### config.mk
export PLATFORM = sky130hd
export DESIGN_NAME = button_press_classifier_flat
export DESIGN_NICKNAME = d
export VERILOG_FILES = /design/src/bpc_pkg.sv /design/src/bpc_ifs.sv /design/src/bpc_cfg_regs.sv /design/src/bpc_core.sv /design/src/button_press_classifier.sv /design/src/flat_wrapper.sv
export SDC_FILE = /design/constraint.sdc
export NUM_CORES = 1
export LEC_CHECK = 0
export ABC_CLOCK_PERIOD_IN_PS = 14510
export BUFFER_PORTS_ARGS = -buffer_cell sky130_fd_sc_hd__buf_2
export CAP_MARGIN = 20
export CORE_MARGIN = 2
export CORE_UTILIZATION = 50
export CTS_BUF_LIST = sky130_fd_sc_hd__clkbuf_4
export CTS_CLUSTER_SIZE = 28
export DETAILED_ROUTE_END_ITERATION = 10
export PLACE_DENSITY = 0.74
export SYNTH_ARGS = -nofsm -noshare
export SYNTH_HDL_FRONTEND = slang
export SYNTH_SLANG_ARGS = --single-unit
### constraint.sdc
create_clock -name clk -period 14.51 [get_ports clk]
set_input_delay 1.451 -clock clk [delete_from_list [all_inputs] [get_ports clk]]
set_output_delay 1.451 -clock clk [all_outputs]
set_load 0.02 [all_outputs]
### src/bpc_pkg.sv
// types and constants of the button press classifier
// no dependencies
`timescale 1ns / 1ps

package bpc_pkg;

	localparam int TIME_BITS_DEF = 32;
	localparam int ADDR_W        = 4;
	localparam int DATA_W        = 32;
	localparam int STAMP_W       = 32;
	localparam int CFG_W         = 16;

	// register index, taken from paddr[3:2]
	localparam logic [1:0] REG_DEBOUNCE = 2'd0;
	localparam logic [1:0] REG_LONG     = 2'd1;
	localparam logic [1:0] REG_WINDOW   = 2'd2;

	localparam logic [CFG_W-1:0] DEBOUNCE_RST = 16'd50;
	localparam logic [CFG_W-1:0] LONG_RST     = 16'd1000;
	localparam logic [CFG_W-1:0] WINDOW_RST   = 16'd300;

	localparam logic [1:0] TALLY_MAX = 2'd3;

	typedef enum logic [1:0] {
		EV_NONE   = 2'd0,
		EV_SINGLE = 2'd1,
		EV_DOUBLE = 2'd2,
		EV_LONG   = 2'd3
	} ev_t;

	typedef struct packed {
		logic [CFG_W-1:0] debounce_time;
		logic [CFG_W-1:0] long_hold_time;
		logic [CFG_W-1:0] double_window_time;
	} bpc_cfg_t;

endpackage

### src/bpc_ifs.sv
// valid/ready channel interfaces for samples and results
// no dependencies
`timescale 1ns / 1ps

interface bpc_sample_if;
	logic        valid;
	logic        ready;
	logic        pin_level;
	logic [31:0] now_ms;

	modport source (output valid, output pin_level, output now_ms, input ready);
	modport sink (input valid, input pin_level, input now_ms, output ready);
endinterface

interface bpc_result_if;
	logic       valid;
	logic       ready;
	logic [1:0] press_event;
	logic       is_down;

	modport source (output valid, output press_event, output is_down, input ready);
	modport sink (input valid, input press_event, input is_down, output ready);
endinterface

### src/bpc_cfg_regs.sv
// apb register file for the three timing registers
// depends on bpc_pkg
`timescale 1ns / 1ps

module bpc_cfg_regs (
	input  logic                        clk,
	input  logic                        arst_n,
	input  logic                        psel,
	input  logic                        penable,
	input  logic                        pwrite,
	input  logic [bpc_pkg::ADDR_W-1:0]  paddr,
	input  logic [bpc_pkg::DATA_W-1:0]  pwdata,
	output logic [bpc_pkg::DATA_W-1:0]  prdata,
	output logic                        pready,
	output bpc_pkg::bpc_cfg_t           cfg
);
	import bpc_pkg::*;

	logic       wr_en;
	logic [1:0] reg_idx;
	bpc_cfg_t   cfg_q;

	assign wr_en   = psel && penable && pwrite;
	assign reg_idx = paddr[3:2];
	assign pready  = 1'b1;
	assign cfg     = cfg_q;

	always_ff @(posedge clk or negedge arst_n) begin
		if (!arst_n) begin
			cfg_q.debounce_time      <= DEBOUNCE_RST;
			cfg_q.long_hold_time     <= LONG_RST;
			cfg_q.double_window_time <= WINDOW_RST;
		end else if (wr_en) begin
			// an index past the last register is dropped
			unique case (reg_idx)
				REG_DEBOUNCE: cfg_q.debounce_time      <= pwdata[CFG_W-1:0];
				REG_LONG:     cfg_q.long_hold_time     <= pwdata[CFG_W-1:0];
				REG_WINDOW:   cfg_q.double_window_time <= pwdata[CFG_W-1:0];
				default: ;
			endcase
		end
	end

	always_comb begin
		prdata = '0;
		unique case (reg_idx)
			REG_DEBOUNCE: prdata[CFG_W-1:0] = cfg_q.debounce_time;
			REG_LONG:     prdata[CFG_W-1:0] = cfg_q.long_hold_time;
			REG_WINDOW:   prdata[CFG_W-1:0] = cfg_q.double_window_time;
			default:      prdata = '0;
		endcase
	end

endmodule

### src/bpc_core.sv
// debounce and press classification state, one sample per step
// depends on bpc_pkg
`timescale 1ns / 1ps

module bpc_core #(
	parameter int TIME_BITS = bpc_pkg::TIME_BITS_DEF
) (
	input  logic                         clk,
	input  logic                         arst_n,
	input  bpc_pkg::bpc_cfg_t            cfg,
	input  logic                         step_en,
	input  logic                         pin_level,
	input  logic [bpc_pkg::STAMP_W-1:0]  now_ms,
	output bpc_pkg::ev_t                 press_event,
	output logic                         is_down
);
	import bpc_pkg::*;

	localparam int NB = (TIME_BITS < STAMP_W) ? TIME_BITS : STAMP_W;

	logic [TIME_BITS-1:0] now_w;

	logic                 raw_prev_q;
	logic                 stable_q;
	logic [TIME_BITS-1:0] change_stamp_q;
	logic [TIME_BITS-1:0] press_stamp_q;
	logic [TIME_BITS-1:0] release_stamp_q;
	logic [1:0]           tally_q;
	logic                 hold_q;
	logic                 await_q;

	logic                 raw;
	logic                 press_start;
	logic                 changed;
	logic [TIME_BITS-1:0] change_stamp_n;
	logic [TIME_BITS-1:0] press_stamp_n;
	logic [TIME_BITS-1:0] release_stamp_n;
	logic                 stable_n;
	logic [1:0]           tally_n;
	logic                 hold_n;
	logic                 await_n;
	logic [TIME_BITS-1:0] since_change;
	logic [TIME_BITS-1:0] since_press;
	logic [TIME_BITS-1:0] since_release;
	logic                 held_long;
	ev_t                  ev_n;

	always_comb begin
		now_w         = '0;
		now_w[NB-1:0] = now_ms[NB-1:0];
	end

	always_comb begin
		raw            = ~pin_level;
		press_start    = (raw != raw_prev_q) && raw && !stable_q;
		change_stamp_n = (raw != raw_prev_q) ? now_w : change_stamp_q;
		press_stamp_n  = press_start ? now_w : press_stamp_q;
		hold_n         = press_start ? 1'b0 : hold_q;

		since_change  = now_w - change_stamp_n;
		since_press   = now_w - press_stamp_n;
		held_long     = since_press >= TIME_BITS'(cfg.long_hold_time);
		changed       = (since_change >= TIME_BITS'(cfg.debounce_time)) && (raw != stable_q);
		stable_n      = changed ? raw : stable_q;

		tally_n         = tally_q;
		await_n         = await_q;
		release_stamp_n = release_stamp_q;
		ev_n            = EV_NONE;

		// debounced press edge, tally saturates
		if (changed && raw && (tally_q != TALLY_MAX)) begin
			tally_n = tally_q + 2'd1;
		end

		// debounced release edge
		if (changed && !raw) begin
			if (!hold_n && !held_long) begin
				release_stamp_n = now_w;
				if (tally_n[1]) begin
					ev_n    = EV_DOUBLE;
					tally_n = '0;
					await_n = 1'b0;
				end else begin
					await_n = 1'b1;
				end
			end else begin
				tally_n = '0;
				await_n = 1'b0;
			end
		end

		if (stable_n && !hold_n && held_long) begin
			hold_n  = 1'b1;
			tally_n = '0;
			await_n = 1'b0;
			ev_n    = EV_LONG;
		end

		// double-press window ran out
		since_release = now_w - release_stamp_n;
		if (await_n && !stable_n && (since_release >= TIME_BITS'(cfg.double_window_time))) begin
			await_n = 1'b0;
			tally_n = '0;
			ev_n    = EV_SINGLE;
		end
	end

	assign press_event = ev_n;
	assign is_down     = stable_n;

	always_ff @(posedge clk or negedge arst_n) begin
		if (!arst_n) begin
			raw_prev_q      <= 1'b0;
			stable_q        <= 1'b0;
			change_stamp_q  <= '0;
			press_stamp_q   <= '0;
			release_stamp_q <= '0;
			tally_q         <= '0;
			hold_q          <= 1'b0;
			await_q         <= 1'b0;
		end else if (step_en) begin
			raw_prev_q      <= raw;
			stable_q        <= stable_n;
			change_stamp_q  <= change_stamp_n;
			press_stamp_q   <= press_stamp_n;
			release_stamp_q <= release_stamp_n;
			tally_q         <= tally_n;
			hold_q          <= hold_n;
			await_q         <= await_n;
		end
	end

endmodule

### src/button_press_classifier.sv
// top level of the button press classifier: channels, pipeline and apb port
// depends on bpc_pkg, bpc_ifs, bpc_cfg_regs and bpc_core
//
// usage: each sample word carries the raw active-low pin level and a
// millisecond time stamp; each sample gives exactly one result word with
// the press event (none, single, double, long hold) and the debounced state.
// samples enter through a valid/ready channel into an input register; the
// classification runs between that register and the result register.
// a sample leaves the input register when the result register is free or
// being emptied; one sample is taken every cycle while the result side keeps
// ready high, set by the single pass through the debounce and compare logic.
// when the receiver stalls the result word holds and one more sample may sit
// in the input register; sample ready then drops until the result is taken.
// the three timing registers sit at apb byte addresses 0, 4 and 8; the user
// writes them only while no sample is in flight; the block does not enforce.
// reset clears the channel valid flags, all press state (released, no
// pending press) and loads the timing registers with 50, 1000 and 300 ms.
`timescale 1ns / 1ps

module button_press_classifier #(
	parameter int TIME_BITS = bpc_pkg::TIME_BITS_DEF
) (
	input  logic                        clk,
	input  logic                        arst_n,
	bpc_sample_if.sink                  sample,
	bpc_result_if.source                result,
	input  logic                        psel,
	input  logic                        penable,
	input  logic                        pwrite,
	input  logic [bpc_pkg::ADDR_W-1:0]  paddr,
	input  logic [bpc_pkg::DATA_W-1:0]  pwdata,
	output logic [bpc_pkg::DATA_W-1:0]  prdata,
	output logic                        pready
);
	import bpc_pkg::*;

	bpc_cfg_t             cfg;
	logic                 valid_s1;
	logic                 pin_s1;
	logic [STAMP_W-1:0]   now_s1;
	logic                 res_valid_q;
	ev_t                  res_event_q;
	logic                 res_down_q;
	logic                 advance;
	logic                 step;
	ev_t                  core_event;
	logic                 core_down;

	bpc_cfg_regs u_cfg_regs (
		.clk     (clk),
		.arst_n  (arst_n),
		.psel    (psel),
		.penable (penable),
		.pwrite  (pwrite),
		.paddr   (paddr),
		.pwdata  (pwdata),
		.prdata  (prdata),
		.pready  (pready),
		.cfg     (cfg)
	);

	bpc_core #(
		.TIME_BITS (TIME_BITS)
	) u_core (
		.clk         (clk),
		.arst_n      (arst_n),
		.cfg         (cfg),
		.step_en     (step),
		.pin_level   (pin_s1),
		.now_ms      (now_s1),
		.press_event (core_event),
		.is_down     (core_down)
	);

	// result register free or being emptied this cycle
	assign advance      = !res_valid_q || result.ready;
	assign step         = valid_s1 && advance;
	assign sample.ready = !valid_s1 || advance;

	always_ff @(posedge clk or negedge arst_n) begin
		if (!arst_n) begin
			valid_s1 <= 1'b0;
		end else if (sample.ready) begin
			valid_s1 <= sample.valid;
		end
	end

	always_ff @(posedge clk) begin
		if (sample.valid && sample.ready) begin
			pin_s1 <= sample.pin_level;
			now_s1 <= sample.now_ms;
		end
	end

	always_ff @(posedge clk or negedge arst_n) begin
		if (!arst_n) begin
			res_valid_q <= 1'b0;
		end else if (advance) begin
			res_valid_q <= valid_s1;
		end
	end

	always_ff @(posedge clk) begin
		if (step) begin
			res_event_q <= core_event;
			res_down_q  <= core_down;
		end
	end

	assign result.valid       = res_valid_q;
	assign result.press_event = res_event_q;
	assign result.is_down     = res_down_q;

endmodule

### src/flat_wrapper.sv
// flat-port wrapper written by rule: the top's interface ports become plain ports
module button_press_classifier_flat import bpc_pkg::*;
#(
	parameter int TIME_BITS = bpc_pkg::TIME_BITS_DEF
)
  (clk, arst_n, psel, penable, pwrite, paddr, pwdata, prdata, pready, sample_valid, sample_pin_level, sample_now_ms, sample_ready, result_valid, result_press_event, result_is_down, result_ready);
  bpc_sample_if sample_i ();
  bpc_result_if result_i ();
  input  logic clk;
  input  logic arst_n;
  input  logic psel;
  input  logic penable;
  input  logic pwrite;
  input  logic [bpc_pkg::ADDR_W-1:0] paddr;
  input  logic [bpc_pkg::DATA_W-1:0] pwdata;
  output logic [bpc_pkg::DATA_W-1:0] prdata;
  output logic pready;
  input wire logic [$bits(sample_i.valid)-1:0] sample_valid;
  input wire logic [$bits(sample_i.pin_level)-1:0] sample_pin_level;
  input wire logic [$bits(sample_i.now_ms)-1:0] sample_now_ms;
  output wire logic [$bits(sample_i.ready)-1:0] sample_ready;
  output wire logic [$bits(result_i.valid)-1:0] result_valid;
  output wire logic [$bits(result_i.press_event)-1:0] result_press_event;
  output wire logic [$bits(result_i.is_down)-1:0] result_is_down;
  input wire logic [$bits(result_i.ready)-1:0] result_ready;
  assign sample_i.valid = sample_valid;
  assign sample_i.pin_level = sample_pin_level;
  assign sample_i.now_ms = sample_now_ms;
  assign sample_ready = sample_i.ready;
  assign result_valid = result_i.valid;
  assign result_press_event = result_i.press_event;
  assign result_is_down = result_i.is_down;
  assign result_i.ready = result_ready;
  button_press_classifier #(.TIME_BITS(TIME_BITS)) u_core (.clk(clk), .arst_n(arst_n), .sample(sample_i), .result(result_i), .psel(psel), .penable(penable), .pwrite(pwrite), .paddr(paddr), .pwdata(pwdata), .prdata(prdata), .pready(pready));
endmodule
==> results by group, run 1 <==
Worst setup path
  – Master of the slowest instance on the critical path: sky130_fd_sc_hd__a221oi_1
  – Critical Path Start: u_core.pin_s1$_DFFE_PP_
  – Slowest stage delay, CP: between 500 and 600 ps
  – Crit-path leading delay family: compound AO/OA/AOI/OAI gates
  – Maximum fanout count along the critical path: 9
  – Worst path arrival time: 14350 ps
  – Capture point of the worst reg-to-reg path: u_core.u_core.tally_q[1]$_DFFE_PN0P_
  – Setup slack on the worst flop-to-flop path: between 700 and 800 ps
  – Critical path data required time: 15110 ps
  – Critical path startpoint category: register
  – Reg2Reg Launch Point: u_core.pin_s1$_DFFE_PP_
  – FF-to-FF path depth: 50
  – Crit path top cell by count: sky130_fd_sc_hd__ha_1
  – Worst Setup End Kind: register
  – Critical Setup Path Class: reg -> reg
  – Buf/Inv on CP: 2

Clocking
  – Source-to-sink clock delay at the later pin of the worst-skew pair: around 700 ps
  – CTS tree: done
  – Clock-pin transition on the worst setup and hold timing paths: roughly 180 ps
  – Num CTS Buffers: 17
  – Buffers from clock root to sink, at most: 2
  – Hold bufs inserted after CTS: 0
  – CTS Root Buffer Type: sky130_fd_sc_hd__clkbuf_4
  – H-tree depth reported by CTS: 4
  – Total clock sinks: roughly 190

Timing
  – RSZ-0062 raised after global routing: no
  – Worst Clk Skew: about 48 ps
  – Hold Fails Final Rpt: 0
  – Final worst-path cycle share: 0.948
  – Post-layout minimum cycle time: between 10000 and 15000 ps
  – Remaining max-slew budget at the tightest pin: 0.398
  – Setup TNS: 0 ps
  – Final count of pins violating max slew: 0
  – Final Setup Violations: 0
  – Worst-Margin Slew: 903 ps
  – Maximum achievable frequency: a little over 70 MHz

Logic synthesis
  – Largest cells by area after synthesis: sky130_fd_sc_hd__dfrtp_1 22%, sky130_fd_sc_hd__ha_1 10%, sky130_fd_sc_hd__edfxtp_1 6.8%, sky130_fd_sc_hd__o21ai_0 6.1%, sky130_fd_sc_hd__mux2i_1 6.0%
  – Share of flip-flops with an asynchronous set or reset after synthesis: 0.809
  – Sequential share of the synthesized area: 0.310
  – Number of synthesis warnings: 0
  – Leading cell type by number of instances after synthesis: sky130_fd_sc_hd__nand2_1
  – Mapped Cells: between 1500 and 2000
  – Most used DFF post-synth: sky130_fd_sc_hd__dfrtp_1
  – Number of enable flip-flop cells after synthesis: 36
  – Most instantiated cells after synthesis: 243 x sky130_fd_sc_hd__nand2_1, 194 x sky130_fd_sc_hd__o21ai_0, 139 x sky130_fd_sc_hd__dfrtp_1
  – Number of distinct library cells after synthesis: ~90
  – Avg Synthesized Cell Area: 8.52 µm²
  – Post-synthesis instance area: 15800 µm²
  – Register bit count reported by yosys: between 150 and 200
  – Share of the synthesized area in the top cell type: 0.220
  – Dominant cell type by area after synthesis: sky130_fd_sc_hd__dfrtp_1

Global routing
  – Total gr overflow: 0
  – Wire length of the first global-routing pass: roughly 71000 µm
  – Maximum number of pins on one net before global-route repair: between 80 and 90
  – Vias in the first global route: around 13000
  – GRT Resource Usage Total: 0.271
  – Antenna violations before repair: 2

Floorplan
  – Area enclosed by the die boundary: roughly 33000 µm²
  – Std-Cell Rows: 65
  – Core region area: 31300 µm²
  – Total I/O pin count: roughly 110
  – Starting density of the core: 0.504
  – Floorplan die height: roughly 180 µm
  – Die outline width: around 180 µm

Drt
  – Total number of vias: ~14000
  – Post-DRT Antenna Nets: 0
  – Routed vias/inst: around 6.1
  – Routed WL: 44400 µm
  – Number of iterations in the first detailed-routing pass: 5
  – Wirelength per Cell: roughly 19 µm
  – DRC violation count after routing: 0
  – DRC violation total after the first TritonRoute iteration: roughly 1100

Cells and area
  – Final cell area excluding filler cells: around 17000 µm²
  – Count of filler cells inserted in the layout: 2911
  – Share of post-route cells with drive strength above 1: 0.119
  – Area added between synthesis and finish: 5.80%
  – NumNets Final: 2085

Min path
  – Path category of the worst min-delay check: reg -> reg
  – Cell depth of the worst min-delay path: 2
  – Worst Min Path Start: u_core.u_core.change_stamp_q[19]$_DFFE_PN0P_
  – Hold Path End: u_core.u_core.change_stamp_q[19]$_DFFE_PN0P_

Placed design
  – PortBufs: between 70 and 80
  – Gpl congestion: between 0.9 and 1
  – HPWL reported at the end of detailed placement: about 35000 µm
  – Cell area after placement: 16400 µm²

Power and ir drop
  – Worst IR drop on VDD: 0.0000910 V
  – Cell area power density: roughly 150 nW/µm²
  – Leakage power figure: 7.50 nW

Flow run
  – Maxcap violations: 0

Status
  – Status: complete, no violations
==> worst max-delay path by stage <==
stage | end | slack (ps) | cells past startpoint
6_report | u_core.u_core.tally_q[1]$_DFFE_PN0P_ | 760 | 50
2_1_floorplan | u_core.u_core.tally_q[1]$_DFFE_PN0P_ | 2310 | 53
3_3_place_gp | u_core.u_core.tally_q[1]$_DFFE_PN0P_ | 980 | 50
5_1_grt | u_core.u_core.await_q$_DFFE_PN0P_ | 20 | 50
4_1_cts | u_core.u_core.tally_q[1]$_DFFE_PN0P_ | 700 | 50
3_5_place_dp | u_core.u_core.tally_q[1]$_DFFE_PN0P_ | 790 | 50
==> kinds of logic after synthesis <==
group / count (synthesis) / share of synthesized area
buf+inv: 206 / 0.0555
xor+xnor: 72 / 0.0399
simple gates: 544 / 0.164
compound gates: 555 / 0.222
mux: 140 / 0.0924
fa+ha+maj: 148 / 0.115
flops: 188 / 0.310
other cells: 2 / 0.000475
==> power by group <==
| group | switching (W) | internal, W | total [W] |
|---|---|---|---|
| combinational | 0.000847 | 0.000554 | 0.00140 |
| sequential | 0.0000932 | 0.000655 | 0.000748 |
| clock | 0.000218 | 0.0000945 | 0.000313 |
==> metal layers <==
layer	vias up	track usage	part of all wire
met4	0	0.0992	0.030
met2	423	0.447	0.47
met5	-	0	0
met1	6821	0.368	0.45
met3	76	0.0317	0.049
li1	6776	-	-
==> sequential cells by signal (all words and copies together) (netlist names), 2 cells and up <==
register / cells
u_core.u_cfg_regs.cfg: 48
u_core.now_s1: 32
u_core.result.press_event: 2
u_core.u_core.release_stamp_q: 32
u_core.u_core.press_stamp_q: 32
u_core.u_core.change_stamp_q: 32
u_core.u_core.tally_q: 2
==> cell type report <==
type / count / area, µm² / area share
Tap cell: 402 / 503 / 0.0301
Antenna cell: 1 / 2.50 / 0.000150
Clock inverter: 15 / 170 / 0.0102
Timing Repair Buffer: 94 / 520 / 0.0311
Multi-Input combinational cell: 1476 / 10100 / 0.605
Inverter: 102 / 383 / 0.0229
Clock buffer: 17 / 128 / 0.00764
Sequential cell: 188 / 4900 / 0.293
==> repair_timing <==
| item | CTS | global route |
|---|---|---|
| setup buffers | 0 | 2 |
| endpoints found under the setup margin | 0 | 3 |
| gates resized for setup | 0 | 2 |
==> stage by stage <==
step / util / total power (W) / cells / hold WS [ps] / setup slack [ps]
floorplan: - / 0.00177 / 1870 / 446 / 2310
global placement: 0.523 / 0.00210 / 2259 / 461 / 984
detailed placement: 0.524 / 0.00213 / 2260 / 471 / 793
CTS: 0.533 / 0.00245 / 2292 / 504 / 696
global route: 0.534 / 0.00265 / 2295 / 533 / 17.3
finish: 0.534 / 0.00246 / 2295 / 497 / 760
==> worst reg2reg max path, delay by kind of cell (launching register included) <==
| kind | cells | cell delay [ps] |
|---|---|---|
| AO/OA/AOI/OAI | 22 | 5510 |
| buffers and inverters | 2 | 270 |
| adder cells (fa/ha/maj) | 8 | 2360 |
| flip-flops | 1 | 540 |
| XOR/XNOR | 2 | 520 |
| AND/OR/NAND/NOR | 16 | 4460 |
==> layout by cell type, fill, tap and decap left out, drive strengths merged, types with 18 or more instances in the layout <==
master  Yosys  final
a21o       46     46
a21oi     129    129
buf        33     94
dfrtp     139    139
edfxtp     36     36
ha        128    128
inv       101    110
maj3       18     18
mux2       46     46
mux2i      94     94
nand2     243    243
nand2b     25     25
nand3      31     31
nand4      35     35
nor2       84     84
nor2b      21     21
nor3       32     32
o21ai     204    204
xnor2      46     46
xor2       26     26
Power figures use the tool's default switching activity.
==> run 2, diff against run 1 <==
--- a/config.mk
+++ b/config.mk
@@ -8,7 +8,6 @@
 export ABC_CLOCK_PERIOD_IN_PS = 14510
 export BUFFER_PORTS_ARGS = -buffer_cell sky130_fd_sc_hd__buf_2
 export CAP_MARGIN = 20
-export CORE_MARGIN = 2
 export CORE_UTILIZATION = 50
 export CTS_BUF_LIST = sky130_fd_sc_hd__clkbuf_4
 export CTS_CLUSTER_SIZE = 28
@@ -16,4 +15,5 @@
 export PLACE_DENSITY = 0.74
 export SYNTH_ARGS = -nofsm -noshare
 export SYNTH_HDL_FRONTEND = slang
+export SYNTH_HIERARCHICAL = 1
 export SYNTH_SLANG_ARGS = --single-unit
==> run 2 against run 1 <==
Core utilization increased by 0.44 points. Die area up 0.59%. Hold slack better by 8.1 ps. Register-to-register slack gained 630 ps. Global-route usage is 0.32 points higher. Sequential power is 4.9% higher. Fmax up 4.8%. Combinational power increased by 21%. Wire length rose by 1.6%. Sequential share of layout area down 0.68 points. Critical path depth is 11 higher. Sequential cell count unchanged.
==> results by group, run 2 <==
Timing
  – Worst Clk Skew: around 46 ps
  – Worst-Margin Slew: between 1000 and 1500 ps
  – Post-layout minimum cycle time: between 10000 and 15000 ps
  – Remaining max-slew budget at the tightest pin: 0.250
  – Worst Slack Setup Final: 1390 ps
  – Maximum achievable frequency: around 76 MHz
  – Final Setup Violations: 0
  – Final count of pins violating max slew: 0
  – Final worst-path cycle share: 0.904
  – RSZ-0062 raised after global routing: no
  – Hold Fails Final Rpt: 0
  – Setup TNS: 0 ps

Drt
  – Total number of vias: approximately 14000
  – Post-DRT Antenna Nets: 0
  – Routed vias/inst: approximately 6.1
  – Number of iterations in the first detailed-routing pass: 6
  – Routed WL: 45200 µm
  – DRC violation count after routing: 0
  – DRC violation total after the first TritonRoute iteration: between 1000 and 1500
  – Wirelength per Cell: 19.4 µm

Power and ir drop
  – Cell area power density: approximately 160 nW/µm²
  – P_sw: 0.00134 W
  – Clock share of power: 0.110
  – Switching Share: 0.479
  – Combinational share of power: 0.609
  – Sequential group share of total power: 0.280
  – Internal power: between 0.001 and 0.0015 W
  – Leakage power figure: ~7.5 nW
  – Worst IR drop on VDD: 0.0000678 V
  – Overall power after layout: about 0.0028 W

Cells and area
  – Share of post-route cells with drive strength above 1: 0.143
  – Area added between synthesis and finish: 5.30%
  – NumNets Final: 2080
  – Most used cells in the layout excluding fill and tap cells: 175 x sky130_fd_sc_hd__a21oi_1, 156 x sky130_fd_sc_hd__nand2_1, 156 x sky130_fd_sc_hd__nor2_1, 139 x sky130_fd_sc_hd__dfrtp_1, 127 x sky130_fd_sc_hd__ha_1
  – Core occupancy in the finished layout: 0.538
  – Largest register FFs: 48
  – Final cell area excluding filler cells: 17100 µm²
  – Most common cell after layout, fill and taps aside: sky130_fd_sc_hd__a21oi_1

Worst setup path
  – Worst Setup End Kind: register
  – Maximum fanout count along the critical path: 21
  – Reg2Reg Launch Point: u_core/pin_s1$_DFFE_PP_
  – Capture point of the worst reg-to-reg path: u_core/u_core/tally_q[1]$_DFFE_PN0P_
  – Slowest stage delay, CP: 560 ps
  – Critical path data required time: 15100 ps
  – Critical path endpoint: u_core/u_core/tally_q[1]$_DFFE_PN0P_
  – Setup slack on the worst flop-to-flop path: between 1000 and 1500 ps
  – Critical Path Start: u_core/pin_s1$_DFFE_PP_
  – Critical Setup Path Class: reg -> reg
  – Master of the slowest instance on the critical path: sky130_fd_sc_hd__nor4b_2
  – Worst path arrival time: 13710 ps
  – Critical path startpoint category: register
  – FF-to-FF path depth: 61

Logic synthesis
  – Register bit count reported by yosys: approximately 190
  – Number of synthesis warnings: 6
  – Number of enable flip-flop cells after synthesis: 36
  – Post-synthesis instance area: ~16000 µm²
  – Most instantiated cells after synthesis: 175 x sky130_fd_sc_hd__a21oi_1, 156 x sky130_fd_sc_hd__nand2_1, 156 x sky130_fd_sc_hd__nor2_1
  – Most used DFF post-synth: sky130_fd_sc_hd__dfrtp_1
  – Avg Synthesized Cell Area: just under 9 µm²
  – Dominant cell type by area after synthesis: sky130_fd_sc_hd__dfrtp_1
  – Largest cells by area after synthesis: sky130_fd_sc_hd__dfrtp_1 21%, sky130_fd_sc_hd__ha_1 9.9%, sky130_fd_sc_hd__edfxtp_1 6.7%, sky130_fd_sc_hd__mux2i_1 5.9%, sky130_fd_sc_hd__a21oi_1 5.4%
  – Share of flip-flops with an asynchronous set or reset after synthesis: 0.809
  – Leading cell type by number of instances after synthesis: sky130_fd_sc_hd__a21oi_1
  – Share of the synthesized area in the top cell type: 0.214
  – Sequential share of the synthesized area: 0.302
  – Number of distinct library cells after synthesis: between 100 and 150
  – Mapped Cells: between 1500 and 2000

Global routing
  – Wire length of the first global-routing pass: about 71000 µm
  – Total gr overflow: 0
  – Antenna violations before repair: 1
  – Vias in the first global route: around 13000
  – Maximum number of pins on one net before global-route repair: 94
  – GRT Resource Usage Total: 0.274

Floorplan
  – Floorplan die height: between 150 and 200 µm
  – Total I/O pin count: around 110
  – Die outline width: between 150 and 200 µm
  – Std-Cell Rows: 65
  – Area enclosed by the die boundary: 33200 µm²
  – Core region area: around 32000 µm²
  – Starting density of the core: 0.511

Clocking
  – Clock-pin transition on the worst setup and hold timing paths: ~210 ps
  – Source-to-sink clock delay at the later pin of the worst-skew pair: around 670 ps
  – CTS Root Buffer Type: sky130_fd_sc_hd__clkbuf_4
  – CTS tree: done
  – Post-cts resize count: 0
  – Buffers from clock root to sink, at most: 2
  – Num CTS Buffers: 17
  – Hold bufs inserted after CTS: 0
  – H-tree depth reported by CTS: 4
  – Total clock sinks: approximately 190
  – Number of buffers added for setup after CTS: 0

Min path
  – Path category of the worst min-delay check: reg -> reg

Status
  – Status: complete, no violations

Flow run
  – Maxcap violations: 0

Placed design
  – Gpl congestion: 0.977
  – Cell area after placement: between 15000 and 20000 µm²
  – HPWL reported at the end of detailed placement: approximately 35000 µm
  – PortBufs: 78
  – Post-Place Worst Slack: approximately 1700 ps
## run 2: stage by stage
step	hold WS, ps	std cells
2_1_floorplan	450	1877
3_3_place_gp	464	2290
3_5_place_dp	471	2290
4_1_cts	507	2322
5_1_grt	526	2323
6_report	505	2323
## run 2: area by class of cell
type / count / area (µm²)
flip-flops and latches: 188 / 4900
clock inverters: 15 / 178
multi-input cells: 1481 / 10500
fillers: 2958 / 14700
well taps: 435 / 544
diodes: 1 / 2.50
clock buffers: 17 / 128
inverters: 98 / 368
repair buffers: 88 / 472
## run 2: power groups by stage
stage / clock [W] / sequential [W] / combinational, W
3_5_place_dp: 0 / 0.000794 / 0.00166
4_1_cts: 0.000322 / 0.000782 / 0.00167
5_1_grt: 0.000340 / 0.000803 / 0.00189
2_1_floorplan: 0 / 0.000755 / 0.00130
3_3_place_gp: 0 / 0.000785 / 0.00163
6_report: 0.000309 / 0.000785 / 0.00170
## run 2: worst max-delay path, delay by kind of cell (launching register included)
family | cells | cell delay, ps
AOI/OAI and AO/OA | 28 | 5280
and+or+nand+nor | 17 | 3750
adders and majority gates | 9 | 2660
DFF | 1 | 520
buffers and inverters | 4 | 380
xor gates and xnor gates | 2 | 290
muxes | 1 | 120
## run 2: per-layer routing
layer  vias up  global-route usage  share of wire
li1       6780                   -              -
met1      6857               0.370           0.46
met4         0              0.0945          0.024
met5         -                   0              0
met3        74              0.0393          0.058
met2       467               0.449           0.46
## run 2: kinds of logic (layout without fill, tap and decap cells)
group | after synthesis | count (layout) | share of synthesized area
and+or+nand+nor | 548 | 548 | 0.166
AOI/OAI and AO/OA | 523 | 523 | 0.209
buffers and inverters | 208 | 218 | 0.0562
DFF | 188 | 188 | 0.302
muxes | 181 | 181 | 0.120
adders and majority gates | 140 | 140 | 0.107
xor gates and xnor gates | 72 | 72 | 0.0388
other | 2 | 18 | 0.000462
## run 2: worst min path at each step
stage / start / endpoint / slack (ps) / depth (start not counted)
after global routing: u_core/u_core/change_stamp_q[7]$_DFFE_PN0P_ / u_core/u_core/change_stamp_q[7]$_DFFE_PN0P_ / 530 / 2
after floorplan: u_core/u_core/change_stamp_q[10]$_DFFE_PN0P_ / u_core/u_core/change_stamp_q[10]$_DFFE_PN0P_ / 450 / 2
after detailed placement: u_core/u_core/change_stamp_q[0]$_DFFE_PN0P_ / u_core/u_core/change_stamp_q[0]$_DFFE_PN0P_ / 470 / 2
after global placement: u_core/u_core/change_stamp_q[0]$_DFFE_PN0P_ / u_core/u_core/change_stamp_q[0]$_DFFE_PN0P_ / 460 / 2
final: u_core/u_core/change_stamp_q[0]$_DFFE_PN0P_ / u_core/u_core/change_stamp_q[0]$_DFFE_PN0P_ / 510 / 2
after CTS: u_core/u_core/change_stamp_q[0]$_DFFE_PN0P_ / u_core/u_core/change_stamp_q[0]$_DFFE_PN0P_ / 510 / 2
